<file path="config.mk">
export PLATFORM = sky130hd
export DESIGN_NAME = video_chip_register_file
export DESIGN_NICKNAME = d
export VERILOG_FILES = /design/src/design/vcrf_pkg.sv /design/src/design/video_chip_register_file.sv
export SDC_FILE = /design/constraint.sdc
export NUM_CORES = 1
export LEC_CHECK = 0
export BUFFER_PORTS_ARGS = -buffer_cell sky130_fd_sc_hd__buf_2
export CAP_MARGIN = 10
export CELL_PAD_IN_SITES_DETAIL_PLACEMENT = 2
export CELL_PAD_IN_SITES_GLOBAL_PLACEMENT = 2
export CORE_MARGIN = 2
export CORE_UTILIZATION = 47
export CTS_CLUSTER_DIAMETER = 150
export DETAILED_ROUTE_END_ITERATION = 8
export PLACE_DENSITY_LB_ADDON = 0.1
export SETUP_SLACK_MARGIN = 0.15
export SLEW_MARGIN = 20
export SYNTH_ARGS = -nofsm -noshare
export SYNTH_HDL_FRONTEND = slang
export SYNTH_SLANG_ARGS = --single-unit
</file>
<file path="constraint.sdc">
create_clock -name clk -period 5.1 [get_ports clk]
set_input_delay 0.51 -clock clk [delete_from_list [all_inputs] [get_ports clk]]
set_output_delay 0.51 -clock clk [all_outputs]
set_load 0.01 [all_outputs]
</file>
<file path="src/design/vcrf_pkg.sv">
// Shared constants, register map and command codes for the video chip register file.
package vcrf_pkg;

    localparam int NUM_SPRITES = 8;
    localparam int NUM_COLORS  = 15;
    localparam int SPR_IDX_W   = $clog2(NUM_SPRITES);
    localparam int COLOR_IDX_W = $clog2(NUM_COLORS);

    localparam int CMD_W   = 2;
    localparam int ADDR_W  = 6;
    localparam int DATA_W  = 8;
    localparam int LINE_W  = 9;
    localparam int IRQ_W   = 4;
    localparam int MODE_W  = 3;
    localparam int SCROLL_W = 3;

    typedef enum logic [CMD_W-1:0] {
        CMD_READ  = 2'd0,
        CMD_WRITE = 2'd1,
        CMD_IRQ   = 2'd2
    } cmd_t;

    localparam logic [ADDR_W-1:0] ADDR_SPR_X_MSB  = 6'h10;
    localparam logic [ADDR_W-1:0] ADDR_CTRL_ONE   = 6'h11;
    localparam logic [ADDR_W-1:0] ADDR_RASTER     = 6'h12;
    localparam logic [ADDR_W-1:0] ADDR_PEN_X      = 6'h13;
    localparam logic [ADDR_W-1:0] ADDR_PEN_Y      = 6'h14;
    localparam logic [ADDR_W-1:0] ADDR_SPR_EN     = 6'h15;
    localparam logic [ADDR_W-1:0] ADDR_CTRL_TWO   = 6'h16;
    localparam logic [ADDR_W-1:0] ADDR_SPR_YEXP   = 6'h17;
    localparam logic [ADDR_W-1:0] ADDR_MEM_PTR    = 6'h18;
    localparam logic [ADDR_W-1:0] ADDR_IRQ_REQ    = 6'h19;
    localparam logic [ADDR_W-1:0] ADDR_IRQ_MASK   = 6'h1A;
    localparam logic [ADDR_W-1:0] ADDR_SPR_PRIO   = 6'h1B;
    localparam logic [ADDR_W-1:0] ADDR_SPR_MCOL   = 6'h1C;
    localparam logic [ADDR_W-1:0] ADDR_SPR_XEXP   = 6'h1D;
    localparam logic [ADDR_W-1:0] ADDR_COLL_SS    = 6'h1E;
    localparam logic [ADDR_W-1:0] ADDR_COLL_SB    = 6'h1F;
    localparam logic [ADDR_W-1:0] ADDR_COLOR_BASE = 6'h20;

    localparam logic [DATA_W-1:0] FILL_COLOR    = 8'hF0;
    localparam logic [DATA_W-1:0] FILL_IRQ_OFF  = 8'h70;
    localparam logic [DATA_W-1:0] FILL_IRQ_ON   = 8'hF0;
    localparam logic [DATA_W-1:0] FILL_CTRL_TWO = 8'hC0;
    localparam logic [DATA_W-1:0] FILL_MEM_PTR  = 8'h01;
    localparam logic [DATA_W-1:0] FILL_MASK     = 8'hF0;
    localparam logic [DATA_W-1:0] FILL_UNUSED   = 8'hFF;

endpackage

</file>
<file path="src/design/video_chip_register_file.sv">
// Video chip register file: bus access decode, register state and derived display values.
// Each beat passes the input register, one combinational pass and the result register.
// Throughput: one beat per cycle while rsp_stall does not hold the result; register state
// updates as the result is loaded.
// Reset: all register state, the gray dot setting and both valid flags clear to zero.
module video_chip_register_file (
    input  logic                                clk,
    input  logic                                rst_n,
    input  logic                                cfg_write_enable,
    input  logic                                cfg_write_data,
    input  logic                                req_valid,
    output logic                                req_stall,
    input  logic [vcrf_pkg::CMD_W-1:0]          cmd,
    input  logic [vcrf_pkg::ADDR_W-1:0]         reg_addr,
    input  logic [vcrf_pkg::DATA_W-1:0]         write_data,
    input  logic [vcrf_pkg::LINE_W-1:0]         raster_line,
    input  logic [vcrf_pkg::DATA_W-1:0]         pen_x,
    input  logic [vcrf_pkg::DATA_W-1:0]         pen_y,
    input  logic [vcrf_pkg::NUM_SPRITES-1:0]    sprite_sprite_hits,
    input  logic [vcrf_pkg::NUM_SPRITES-1:0]    sprite_bg_hits,
    input  logic [vcrf_pkg::IRQ_W-1:0]          irq_sources,
    output logic                                rsp_valid,
    input  logic                                rsp_stall,
    output logic [vcrf_pkg::DATA_W-1:0]         read_data,
    output logic                                irq_active,
    output logic                                clear_sprite_sprite,
    output logic                                clear_sprite_bg,
    output logic [vcrf_pkg::LINE_W-1:0]         raster_compare,
    output logic [vcrf_pkg::MODE_W-1:0]         display_mode,
    output logic [vcrf_pkg::SCROLL_W-1:0]       x_scroll,
    output logic                                gray_dot,
    output logic [vcrf_pkg::NUM_SPRITES-1:0]    expand_flops,
    output logic [vcrf_pkg::NUM_SPRITES-1:0]    expand_cleared,
    output logic                                regs_update
);
    import vcrf_pkg::*;

    // input register
    logic                   in_valid_reg;
    logic [CMD_W-1:0]       cmd_reg;
    logic [ADDR_W-1:0]      addr_reg;
    logic [DATA_W-1:0]      wdata_reg;
    logic [LINE_W-1:0]      line_reg;
    logic [DATA_W-1:0]      pen_x_reg;
    logic [DATA_W-1:0]      pen_y_reg;
    logic [NUM_SPRITES-1:0] hits_ss_reg;
    logic [NUM_SPRITES-1:0] hits_sb_reg;
    logic [IRQ_W-1:0]       irq_src_reg;

    // result register
    logic                   out_valid_reg;
    logic [DATA_W-1:0]      read_data_reg;
    logic                   irq_active_reg;
    logic                   clr_ss_reg;
    logic                   clr_sb_reg;
    logic [LINE_W-1:0]      raster_cmp_out_reg;
    logic [MODE_W-1:0]      mode_reg;
    logic [SCROLL_W-1:0]    scroll_reg;
    logic                   gray_reg;
    logic [NUM_SPRITES-1:0] flops_out_reg;
    logic [NUM_SPRITES-1:0] cleared_reg;
    logic                   update_reg;

    // register file state
    logic                   gray_dot_bug_reg;
    logic [DATA_W-1:0]      xpos_lo_reg [NUM_SPRITES];
    logic [DATA_W-1:0]      xpos_lo_next [NUM_SPRITES];
    logic [NUM_SPRITES-1:0] xpos_msb_reg;
    logic [NUM_SPRITES-1:0] xpos_msb_next;
    logic [DATA_W-1:0]      ypos_reg [NUM_SPRITES];
    logic [DATA_W-1:0]      ypos_next [NUM_SPRITES];
    logic [3:0]             color_reg [NUM_COLORS];
    logic [3:0]             color_next [NUM_COLORS];
    logic [DATA_W-1:0]      ctrl_one_reg, ctrl_one_next;
    logic [DATA_W-1:0]      ctrl_two_reg, ctrl_two_next;
    logic [DATA_W-1:0]      spr_en_reg, spr_en_next;
    logic [DATA_W-1:0]      spr_yexp_reg, spr_yexp_next;
    logic [DATA_W-1:0]      spr_xexp_reg, spr_xexp_next;
    logic [DATA_W-1:0]      spr_prio_reg, spr_prio_next;
    logic [DATA_W-1:0]      spr_mcol_reg, spr_mcol_next;
    logic [DATA_W-1:0]      mem_ptr_reg, mem_ptr_next;
    logic [IRQ_W-1:0]       irq_req_reg, irq_req_next;
    logic [IRQ_W-1:0]       irq_mask_reg, irq_mask_next;
    logic [LINE_W-1:0]      raster_cmp_reg, raster_cmp_next;
    logic [NUM_SPRITES-1:0] yexp_flops_reg, yexp_flops_next;

    // combinational results
    logic                   advance;
    logic [SPR_IDX_W-1:0]   spr_idx;
    logic [COLOR_IDX_W-1:0] color_idx;
    logic                   is_sprite_pos;
    logic                   is_color;
    logic                   irq_now;
    logic [DATA_W-1:0]      rd_value;
    logic [DATA_W-1:0]      rd_data;
    logic                   clr_ss;
    logic                   clr_sb;
    logic                   gray;
    logic [NUM_SPRITES-1:0] cleared;
    logic                   upd;

    assign advance   = !out_valid_reg || !rsp_stall;
    assign req_stall = in_valid_reg && !advance;

    assign spr_idx       = addr_reg[SPR_IDX_W:1];
    assign color_idx     = addr_reg[COLOR_IDX_W-1:0];
    assign is_sprite_pos = (addr_reg[ADDR_W-1:4] == 2'b00);
    assign is_color      = (addr_reg[ADDR_W-1:4] == ADDR_COLOR_BASE[ADDR_W-1:4])
                           && (color_idx != COLOR_IDX_W'(NUM_COLORS));
    assign irq_now       = |(irq_req_reg & irq_mask_reg);

    // read mux on current state
    always_comb
    begin
        rd_value = FILL_UNUSED;
        priority if (is_sprite_pos)
        begin
            rd_value = addr_reg[0] ? ypos_reg[spr_idx] : xpos_lo_reg[spr_idx];
        end
        else if (is_color)
        begin
            rd_value = {4'h0, color_reg[color_idx]} | FILL_COLOR;
        end
        else
        begin
            case (addr_reg)
                ADDR_SPR_X_MSB: rd_value = xpos_msb_reg;
                ADDR_CTRL_ONE:  rd_value = {line_reg[LINE_W-1], ctrl_one_reg[6:0]};
                ADDR_RASTER:    rd_value = line_reg[DATA_W-1:0];
                ADDR_PEN_X:     rd_value = pen_x_reg;
                ADDR_PEN_Y:     rd_value = pen_y_reg;
                ADDR_SPR_EN:    rd_value = spr_en_reg;
                ADDR_CTRL_TWO:  rd_value = ctrl_two_reg | FILL_CTRL_TWO;
                ADDR_SPR_YEXP:  rd_value = spr_yexp_reg;
                ADDR_MEM_PTR:   rd_value = mem_ptr_reg | FILL_MEM_PTR;
                ADDR_IRQ_REQ:   rd_value = {4'h0, irq_req_reg}
                                           | (irq_now ? FILL_IRQ_ON : FILL_IRQ_OFF);
                ADDR_IRQ_MASK:  rd_value = {4'h0, irq_mask_reg} | FILL_MASK;
                ADDR_SPR_PRIO:  rd_value = spr_prio_reg;
                ADDR_SPR_MCOL:  rd_value = spr_mcol_reg;
                ADDR_SPR_XEXP:  rd_value = spr_xexp_reg;
                ADDR_COLL_SS:   rd_value = hits_ss_reg;
                ADDR_COLL_SB:   rd_value = hits_sb_reg;
                default:        rd_value = FILL_UNUSED;
            endcase
        end
    end

    // state update and result fields
    always_comb
    begin
        xpos_lo_next    = xpos_lo_reg;
        xpos_msb_next   = xpos_msb_reg;
        ypos_next       = ypos_reg;
        color_next      = color_reg;
        ctrl_one_next   = ctrl_one_reg;
        ctrl_two_next   = ctrl_two_reg;
        spr_en_next     = spr_en_reg;
        spr_yexp_next   = spr_yexp_reg;
        spr_xexp_next   = spr_xexp_reg;
        spr_prio_next   = spr_prio_reg;
        spr_mcol_next   = spr_mcol_reg;
        mem_ptr_next    = mem_ptr_reg;
        irq_req_next    = irq_req_reg;
        irq_mask_next   = irq_mask_reg;
        raster_cmp_next = raster_cmp_reg;
        yexp_flops_next = yexp_flops_reg;
        rd_data = '0;
        clr_ss  = 1'b0;
        clr_sb  = 1'b0;
        gray    = 1'b0;
        cleared = '0;
        upd     = 1'b0;
        case (cmd_reg)
            CMD_READ:
            begin
                rd_data = rd_value;
                clr_ss  = (addr_reg == ADDR_COLL_SS);
                clr_sb  = (addr_reg == ADDR_COLL_SB);
            end
            CMD_WRITE:
            begin
                upd = 1'b1;
                priority if (is_sprite_pos)
                begin
                    if (addr_reg[0])
                        ypos_next[spr_idx] = wdata_reg;
                    else
                        xpos_lo_next[spr_idx] = wdata_reg;
                end
                else if (is_color)
                begin
                    color_next[color_idx] = wdata_reg[3:0];
                    gray = gray_dot_bug_reg;
                end
                else
                begin
                    case (addr_reg)
                        ADDR_SPR_X_MSB: xpos_msb_next = wdata_reg;
                        ADDR_CTRL_ONE:
                        begin
                            ctrl_one_next = wdata_reg;
                            raster_cmp_next[LINE_W-1] = wdata_reg[DATA_W-1];
                        end
                        ADDR_RASTER:
                        begin
                            raster_cmp_next[DATA_W-1:0] = wdata_reg;
                            upd = 1'b0;
                        end
                        ADDR_SPR_EN:   spr_en_next = wdata_reg;
                        ADDR_CTRL_TWO: ctrl_two_next = wdata_reg;
                        ADDR_SPR_YEXP:
                        begin
                            spr_yexp_next   = wdata_reg;
                            cleared         = ~wdata_reg & ~yexp_flops_reg;
                            yexp_flops_next = yexp_flops_reg | ~wdata_reg;
                        end
                        ADDR_MEM_PTR:
                        begin
                            mem_ptr_next = wdata_reg;
                            upd = 1'b0;
                        end
                        ADDR_IRQ_REQ:
                        begin
                            irq_req_next = irq_req_reg & ~wdata_reg[IRQ_W-1:0];
                            upd = 1'b0;
                        end
                        ADDR_IRQ_MASK:
                        begin
                            irq_mask_next = wdata_reg[IRQ_W-1:0];
                            upd = 1'b0;
                        end
                        ADDR_SPR_PRIO: spr_prio_next = wdata_reg;
                        ADDR_SPR_MCOL: spr_mcol_next = wdata_reg;
                        ADDR_SPR_XEXP: spr_xexp_next = wdata_reg;
                        ADDR_PEN_X, ADDR_PEN_Y, ADDR_COLL_SS, ADDR_COLL_SB: upd = 1'b0;
                        default: ;
                    endcase
                end
            end
            CMD_IRQ: irq_req_next = irq_req_reg | irq_src_reg;
            default: ;
        endcase
    end

    always_ff @(posedge clk or negedge rst_n)
    begin
        if (!rst_n)
            gray_dot_bug_reg <= 1'b0;
        else if (cfg_write_enable)
            gray_dot_bug_reg <= cfg_write_data;
    end

    always_ff @(posedge clk or negedge rst_n)
    begin
        if (!rst_n)
        begin
            in_valid_reg  <= 1'b0;
            out_valid_reg <= 1'b0;
        end
        else
        begin
            if (!req_stall)
                in_valid_reg <= req_valid;
            if (advance)
                out_valid_reg <= in_valid_reg;
        end
    end

    always_ff @(posedge clk)
    begin
        if (req_valid && !req_stall)
        begin
            cmd_reg     <= cmd;
            addr_reg    <= reg_addr;
            wdata_reg   <= write_data;
            line_reg    <= raster_line;
            pen_x_reg   <= pen_x;
            pen_y_reg   <= pen_y;
            hits_ss_reg <= sprite_sprite_hits;
            hits_sb_reg <= sprite_bg_hits;
            irq_src_reg <= irq_sources;
        end
    end

    always_ff @(posedge clk)
    begin
        if (advance && in_valid_reg)
        begin
            read_data_reg      <= rd_data;
            irq_active_reg     <= |(irq_req_next & irq_mask_next);
            clr_ss_reg         <= clr_ss;
            clr_sb_reg         <= clr_sb;
            raster_cmp_out_reg <= raster_cmp_next;
            mode_reg           <= {ctrl_one_next[6:5], ctrl_two_next[4]};
            scroll_reg         <= ctrl_two_next[SCROLL_W-1:0];
            gray_reg           <= gray;
            flops_out_reg      <= yexp_flops_next;
            cleared_reg        <= cleared;
            update_reg         <= upd;
        end
    end

    always_ff @(posedge clk or negedge rst_n)
    begin
        if (!rst_n)
        begin
            for (int i = 0; i < NUM_SPRITES; i++)
            begin
                xpos_lo_reg[i] <= '0;
                ypos_reg[i]    <= '0;
            end
            for (int i = 0; i < NUM_COLORS; i++)
                color_reg[i] <= '0;
            xpos_msb_reg   <= '0;
            ctrl_one_reg   <= '0;
            ctrl_two_reg   <= '0;
            spr_en_reg     <= '0;
            spr_yexp_reg   <= '0;
            spr_xexp_reg   <= '0;
            spr_prio_reg   <= '0;
            spr_mcol_reg   <= '0;
            mem_ptr_reg    <= '0;
            irq_req_reg    <= '0;
            irq_mask_reg   <= '0;
            raster_cmp_reg <= '0;
            yexp_flops_reg <= '0;
        end
        else if (advance && in_valid_reg)
        begin
            xpos_lo_reg    <= xpos_lo_next;
            ypos_reg       <= ypos_next;
            color_reg      <= color_next;
            xpos_msb_reg   <= xpos_msb_next;
            ctrl_one_reg   <= ctrl_one_next;
            ctrl_two_reg   <= ctrl_two_next;
            spr_en_reg     <= spr_en_next;
            spr_yexp_reg   <= spr_yexp_next;
            spr_xexp_reg   <= spr_xexp_next;
            spr_prio_reg   <= spr_prio_next;
            spr_mcol_reg   <= spr_mcol_next;
            mem_ptr_reg    <= mem_ptr_next;
            irq_req_reg    <= irq_req_next;
            irq_mask_reg   <= irq_mask_next;
            raster_cmp_reg <= raster_cmp_next;
            yexp_flops_reg <= yexp_flops_next;
        end
    end

    assign rsp_valid           = out_valid_reg;
    assign read_data           = read_data_reg;
    assign irq_active          = irq_active_reg;
    assign clear_sprite_sprite = clr_ss_reg;
    assign clear_sprite_bg     = clr_sb_reg;
    assign raster_compare      = raster_cmp_out_reg;
    assign display_mode        = mode_reg;
    assign x_scroll            = scroll_reg;
    assign gray_dot            = gray_reg;
    assign expand_flops        = flops_out_reg;
    assign expand_cleared      = cleared_reg;
    assign regs_update         = update_reg;

    // state and pending result stay in step
    a_irq_matches_state: assert property (@(posedge clk) disable iff (!rst_n)
        rsp_valid |-> (irq_active == irq_now))
        else $error("irq_active out of step with request and mask state");

    a_state_matches_result: assert property (@(posedge clk) disable iff (!rst_n)
        rsp_valid |-> (raster_compare == raster_cmp_reg) && (expand_flops == yexp_flops_reg))
        else $error("result fields out of step with register state");

    a_cleared_bits_set: assert property (@(posedge clk) disable iff (!rst_n)
        rsp_valid |-> ((expand_cleared & ~expand_flops) == '0))
        else $error("cleared expand bit not set in flops");

    a_state_holds_on_stall: assert property (@(posedge clk) disable iff (!rst_n)
        (rsp_valid && rsp_stall) |=> $stable(irq_req_reg) && $stable(raster_cmp_reg))
        else $error("register state moved while result beat stalled");

    a_collision_exclusive: assert property (@(posedge clk) disable iff (!rst_n)
        rsp_valid |-> !(clear_sprite_sprite && clear_sprite_bg))
        else $error("both collision clears raised by one beat");

endmodule

</file>
==> impl_results.md <==
- Outcome: finished clean
- Max-cap violations: 0
- FF+latch count, synth: 389
- Placed Area: 18,100 µm²
- Area Growth Syn to Fin: 15.1%
- CTS tree: built
- Vias per inst: 6.27
- Cell Chain, Critical Path: buf_4, nand2b_1, nor3_2, nor2b_1, mux2_2
- Adder and majority gate portion of the synthesized area: 0.00219
- Post-synth EDFFs: 105
- Synth async-reset ratio: 0.730
- Hpwl dp: 35,700 µm
- Dominant combinational cell family by area after synthesis: multiplexers
- Syn nets: 1,257
- Hold WC Path Type: input pin to asynchronous set/reset pin
- # diodes: 0
- Slew @ Worst Pin: 1.16 ns
- Core area: 35,700 µm²
- Skew-Pair Late Insertion Delay: 0.57 ns
- CTS root buffer: clkbuf_16
- Pre-Repair DR Iteration Count: 5
- YS warnings: 0
- Antenna-violating nets left: 0
- Leakage power: 8.89 nW
- RSZ-0062 raised after global routing: false
- CP Launch Type: register
- Setup tns final: 0 ns
- Worst EP required: 5.53 ns
- Largest stage delay, worst path: 0.91 ns
- Total die area: 38,000 µm²
- Simple-gate share of the synthesized area: 0.0610
- Syn Std Cell Area: 17,100 µm²
- CTS buffer count: 43
- Period minus WS final: 3.84 ns
- Setup crit end kind: register
- # setup viols final: 0
- Post-CTS Setup Bufs: 0
- Sink Count: 389
- DRC Markers: 0
- I/O pins: 113
- Worst slew margin: 0.221
- Seq/Total Area, Yosys: 0.599
- Fin Clk Skew: 0.0274 ns
- Total Routing Usage GR: 0.295
- Final GP Congestion: 0.883
- FF-to-FF Start: addr_reg[0]
- Final hold vios: 0
- Compound-Gate Fraction of Synth Area: 0.0757
- Iter 0 DRT Violations: 784
- Max FO, Critical Path: 19
- CTS H-tree depth: 2
- Cells after Synth: 1,187
- Power per Cell Area: 380 nW/µm²
- XOR/XNOR Fraction of Synth Area: 0
- Largest net degree at the start of global routing: 120
- Final net count: 1,361
- Port Buffer Count: 112
- Routed WL per cell: 30.8 µm
- Max Root-Sink Buffers: 3
- Setup CP Type: register to register
- Period utilisation layout: 0.753
- Die Wd: 195 µm
- Crit path launch: addr_reg[0]
- Via count: 11,196
- Cts hold-fix bufs: 0
- Max Fclk: 0.260 GHz
- Share of cells above drive strength 1: 0.429
- Total Power: 7.49 mW
- Maximum vdd drop: 316 µV
- Slowest cell on crit path: edfxtp_1
- First-pass GRT wire length: 82,800 µm
- Die H: 195 µm
- Detailed Route WL: 55,000 µm
- Post-CTS Resized: 0
- Cell area after layout: 19,700 µm²
- Total congestion overflow: 0
- Initial antenna violation count: 0
- Row count: 69
- Crit path DAT: 4.27 ns
- Most used DFF post-synth: dfrtp_1
- Number of global-route vias before repair: 12,499
- Post-synthesis cell type count: 60
- Post-synthesis mux area share: 0.238
- Syn avg cell area: 14.4 µm²
- Initial Util: 0.479
- Worst-path clk slew: 0.06 ns
- Final slew viol count: 0
-- synthesized netlist by cell type, drive strengths merged, types with 6 or more instances --
cell	number	share of area
nor2b	16	0.0058
mux4	23	0.030
inv	8	0.0018
a22o	9	0.0046
o22ai	8	0.0029
dfrtp	284	0.42
nor2	41	0.0097
nand2b	9	0.0033
and2	7	0.0026
nand2	35	0.0084
a31oi	6	0.0022
o21bai	16	0.0070
a221oi	15	0.0077
clkbuf	44	0.0096
nor3	35	0.016
o221ai	6	0.0031
mux2	294	0.19
nand3	18	0.0058
nand4	7	0.0029
a22oi	44	0.019
o21ai	25	0.0073
mux2i	25	0.015
a21oi	25	0.0073
edfxtp	105	0.18
buf	36	0.012
-- per-layer routing --
metal	global-route usage	part of all wire	vias to the layer above
met5	0	0	-
met4	0.100	0.035	0
met3	0.0482	0.056	114
met2	0.496	0.49	392
met1	0.393	0.42	6018
li1	-	-	4672
-- cell type report --
cell class                 instances  area (µm²)
clock buffer                      56        1250
clock inverter                    24         282
fill                            3243       16000
inverter                           9        33.8
multi-input combinational        709        6470
sequential                       389       10300
tap                              461         577
timing repair buffer             139         831
-- worst paths after layout --
path,end,slack [ns],cells past startpoint
worst max-delay path,spr_xexp_reg[0],1.26,5
worst min-delay path,ctrl_one_reg[6],0.05,1
worst max register to register,spr_xexp_reg[0],1.26,5
worst min register to register,yexp_flops_reg[4],0.50,1
max in group asynchronous,ypos_reg[21],3.95,2
min in group clk,wdata_reg[5],0.11,1
-- through the flow --
step	utilization	setup WS (ns)	cells	hold WS, ns
3_3_place_gp	0.507	1.55	1706	0.459
3_5_place_dp	0.508	1.35	1706	0.490
4_1_cts	0.550	1.31	1786	0.0894
6_report	0.551	1.26	1787	0.0547
2_1_floorplan	-	1.98	1187	0.214
5_1_grt	0.551	1.15	1787	0.0948
-- where the power goes --
| part | internal, mW | switching, mW |
|---|---|---|
| Clock | 2.03 | 1.31 |
| Sequential | 3.40 | 0.140 |
| Combinational | 0.230 | 0.377 |
-- placed cells by master, fill, tap and decap left out, types with 25 or more instances in the layout --
cell type  count
edfxtp_1     105
dfrtp_1      284
nor2_1        36
mux2i_1       25
clkbuf_16     44
a22oi_1       44
nand2_1       32
mux2_2       294
o21ai_0       25
a21oi_1       25
buf_2        111
-- worst max-delay path: cells and delay by family, from the launching register on --
family	cells	cell delay, ns
AND/OR/NAND/NOR	3	1.89
buffers and inverters	1	0.47
flip-flops	1	0.91
multiplexers	1	0.42
-- logic make-up after synthesis --
| family | after synthesis |
|---|---|
| AO/OA/AOI/OAI | 182 |
| AND/OR/NAND/NOR | 182 |
| multiplexers | 342 |
| buffers and inverters | 89 |
| adder cells (fa/ha/maj) | 3 |
| flip-flops | 389 |
No activity file was read; power rests on OpenSTA's default activity.
